==> src/design/bgpf_ram.sv <==
`default_nettype none

module bgpf_ram #(
   parameter int WIDTH = 8,
   parameter int DEPTH = 128
) (
   input  wire logic                                    clock,
   input  wire logic                                    wr_en,
   input  wire logic [((DEPTH > 1) ? $clog2(DEPTH) : 1)-1:0] wr_addr,
   input  wire logic [WIDTH-1:0]                        wr_data,
   input  wire logic [((DEPTH > 1) ? $clog2(DEPTH) : 1)-1:0] rd_addr,
   output logic      [WIDTH-1:0]                        rd_data
);

   logic [WIDTH-1:0] mem [DEPTH];
   logic [WIDTH-1:0] rd_data_ff;

   always_ff @(posedge clock) begin
      if (wr_en) begin
         mem[wr_addr] <= wr_data;
      end
      rd_data_ff <= mem[rd_addr];
   end

   assign rd_data = rd_data_ff;

endmodule

`default_nettype wire

==> config.mk <==
export PLATFORM = sky130hd
export DESIGN_NAME = bgpf_ram
export DESIGN_NICKNAME = d
export VERILOG_FILES = /design/src/design/bgpf_ram.sv
export SDC_FILE = /design/constraint.sdc
export NUM_CORES = 1
export LEC_CHECK = 0
export ABC_AREA = 1
export BUFFER_PORTS_ARGS = -buffer_cell sky130_fd_sc_hd__buf_4
export CAP_MARGIN = 20
export CORE_MARGIN = 10
export CORE_UTILIZATION = 40
export CTS_CLUSTER_SIZE = 30
export DETAILED_ROUTE_END_ITERATION = 16
export PLACE_DENSITY = 0.55
export SYNTH_ARGS = -nofsm -noshare
export SYNTH_HDL_FRONTEND = slang
export SYNTH_SLANG_ARGS = --single-unit
==> constraint.sdc <==
create_clock -name clock -period 1.59 [get_ports clock]
set_input_delay 0.159 -clock clock [delete_from_list [all_inputs] [get_ports clock]]
set_output_delay 0.159 -clock clock [all_outputs]
set_load 0.03 [all_outputs]
Word level (Yosys, flattened, before mapping)

Memory sizes are Yosys's and may differ from the RTL's. A register that Yosys moved wholly into a read port is not among the register bits.
Index checks and enable logic that the tools add are counted.

Register bits after elaboration: 0
Bits in writable memories: 1024
Input port bits: 24
Output and inout bits: 8
Memories: 1

Memories:

| memory | depth | bits a word | read ports | clocked after memory_dff | write ports | line | RTL |
|---|---|---|---|---|---|---|---|
| mem    | 128   | 8           | 1          | 1                        | 1           | 15   | `logic [WIDTH-1:0] mem [DEPTH];` |

Muxes and demuxes: 2

Operators by type and width:

| cell   | count |
|---|---|
| $mux 1 | 2 |

Logic depth before layout (Yosys ltp)

Word-level depth: 2
Depth in mapped cells: 14
Mapped depth without buffers: 11

Least setup slack after synthesis

Ideal clock, no wire load.

Path type: input port to flip-flop
From: input port wr_en
To: memory mem[105][0], enable pin
Data arrival time: 1145 ps
Data required time: 1220 ps
Slack: 75 ps
Cell stages on the path: 4
Cell sequence: clkbuf_1 nand2_1 clkbuf_1 nor2_1

Word-level cells in the longest chain between the ends: 2

Ends and longest elaborated chain:

| element                      | line | RTL |
|---|---|---|
| from (decl)                  | 8    | `input wire logic wr_en,` |
| $mux 1                       | 19   | `if (wr_en) begin` |
| $mux 1 (implied by the code) | 20   | `mem[wr_addr] <= wr_data;` |
| to (decl)                    | 15   |  |

Every way passes these cells.

==> results_dict.tcl <==
set metrics [dict create \
    status "finished with violations" \
    violations "hold timing" \
    fin_ws_ns 0.0887 \
    nFillCells 9289 \
    ff_latch_area_sq_um 30900 \
    drtPass1Iterations 5 \
    multiInputGateArea_sq_um 9830 \
    hp-class "primary input to flip-flop" \
    ys_warn_count 0 \
    path_max_fanout 1 \
    arrival_ns 2.10 \
    yosys-top-cells-area "edfxtp_1 73%, nand3_1 11%, nand2_1 11%" \
    die_h_microns 344 \
    tns_ns 0 \
    crit_path_end_kind "flip-flop" \
    nets 3918 \
    period_share 0.944 \
    synth_top_area_frac 0.730 \
    hold_viol 1 \
    grt_max_degree 78 \
    vias_per_cell 5.26 \
    yosysTopAreaCell "edfxtp_1" \
    detailed_place_hpwl_microns 76300 \
    drc 0 \
    antenna_found_initial 3 \
    syn_area_per_cell_sq_um 11.8 \
    portBuffers 31 \
    first_global_vias 27500 \
    ir_drop_mv 0.929 \
    relSlewSlack 0.614 \
    startpoint_type "flip-flop" \
    rows 118 \
    grt_pass1_wl_microns 180000 \
    cts_buffers 107 \
    antenna_left 0 \
    wl_microns 120000 \
    cts_tree "done" \
    die_w_microns 344 \
    htreeDepth 3 \
    synth_cells 3575 \
    wl_per_cell_microns 22.3 \
    mostFrequentLayoutCell "nand2_1" \
    p_leak_nw 18.4 \
    fmax_mhz 666 \
    setup_viol 0 \
    core_sq_um 104000 \
    clock_path_buffers 3 \
    area_growth_pct 19.3 \
    cts_setup_buffers 0 \
    gp_congestion 0.842 \
    skew_ns 0.0301 \
    synth-seq-area-share 0.734 \
    worstPathRequired_ns 2.19 \
    worstMarginPinSlew_ns 0.579 \
    drive_above_1_share 0.152 \
    ys_ff_latch 1032 \
    synth_area_sq_um 42100 \
    dr_total_vias 28200 \
    fin_crit_ns 1.50 \
    track_usage 0.201 \
    insertion_delay_ns 0.70 \
    num_io_pins 32 \
    die-area_sq_um 119000 \
    initial_core_util 0.405 \
    synth_nets 3599 \
    clk_pin_slew_ns 0.06 \
    root_buffer "clkbuf_16" \
    power.density_nw_per_um2 1170 \
    cap_violations 0 \
    crit_type "flip-flop to flip-flop" \
    first_iter_violations 2818 \
    clock_sinks 1032 \
    synth_cell_types 14 \
    final_cell_mix "1,214 x nand2_1, 1,024 x edfxtp_1, 919 x nand3_1" \
    final_max_slew_viol_count 0 \
    dpl_worst_slack_ns -0.620 \
    holdWs_ns -0.00227 \
    overflow 0 \
]
[where the power goes]
part	internal [W]	switching (W)	total [W]
registers	0.0300	0.0000558	0.0301
logic	0.00137	0.00288	0.00425
clock network	0.0140	0.0105	0.0245
total	0.0454	0.0134	0.0588
[critical path: stages (launching register included)]
cell	delay, ns
edfxtp_1	0.38
nand2_1	0.08
nand3_1	0.07
nand3_1	0.13
nand3_1	0.10
nand2_1	0.09
nand2_1	0.13
nand3_1	0.18
nand2_1	0.07
nand2_1	0.11
nand2_1	0.07
[sequential cells by signal, summed over array words and instances, names as in the netlist]
signal / flops
mem: 1024
rd_data: 8
[timing repair]
action	CTS	global route
pin swaps	0	0
resized for setup	1	13
hold buffers	7	0
hold endpoints to repair	74	0
endpoints found under the setup margin	1	8
[worst paths after layout]
check | startpoint | to | slack [ns] | depth (start not counted)
max | mem[67][1] | rd_data[1] | 0.09 | 10
min | wr_data[7] | mem[27][7] | -0.002 | 2
max reg2reg | mem[67][1] | rd_data[1] | 0.09 | 10
min reg2reg | mem[82][0] | rd_data[0] | 0.92 | 10
[layer usage]
metal | track usage | routed length (microns) | vias up
met5 | 0 | 20 | -
met2 | 0.323 | 56700 | 860
li1 | - | - | 13200
met1 | 0.282 | 52900 | 13900
met4 | 0.0546 | 2530 | 4
met3 | 0.0297 | 7590 | 153
[per-stage QoR]
| stage | cell area, sq um | cells | power [W] | hold slack (ns) | util |
|---|---|---|---|---|---|
| 2_1_floorplan | 42100 | 3575 | 0.0327 | 0.258 | - |
| 3_3_place_gp | 46700 | 5158 | 0.0349 | 0.501 | 0.449 |
| 3_5_place_dp | 46700 | 5158 | 0.0349 | 0.491 | 0.449 |
| 4_1_cts | 50200 | 5360 | 0.0592 | 0.00772 | 0.482 |
| 5_1_grt | 50200 | 5360 | 0.0607 | 0.0235 | 0.483 |
| 6_report | 50200 | 5361 | 0.0588 | -0.00227 | 0.483 |
[kinds of logic after synthesis]
logic type / share of synthesized area
and+or+nand+nor: 0.232
DFF: 0.734
buffers and inverters: 0.0340
[area by class of cell]
class                           count  area share
Multi-Input combinational cell   2288       0.196
Inverter                           24     0.00232
Antenna cell                        1   0.0000498
Timing Repair Buffer              441      0.0850
Sequential cell                  1032       0.615
Clock buffer                      128      0.0553
Tap cell                         1380      0.0344
Clock inverter                     67      0.0122
[Yosys cell counts (all sizes together)]
master,n
buf,197
clkbuf,34
dfxtp,8
edfxtp,1024
inv,24
nand2,1215
nand3,931
nor2,134
nor3,8
Note: power is estimated with default switching activity, not from simulation.
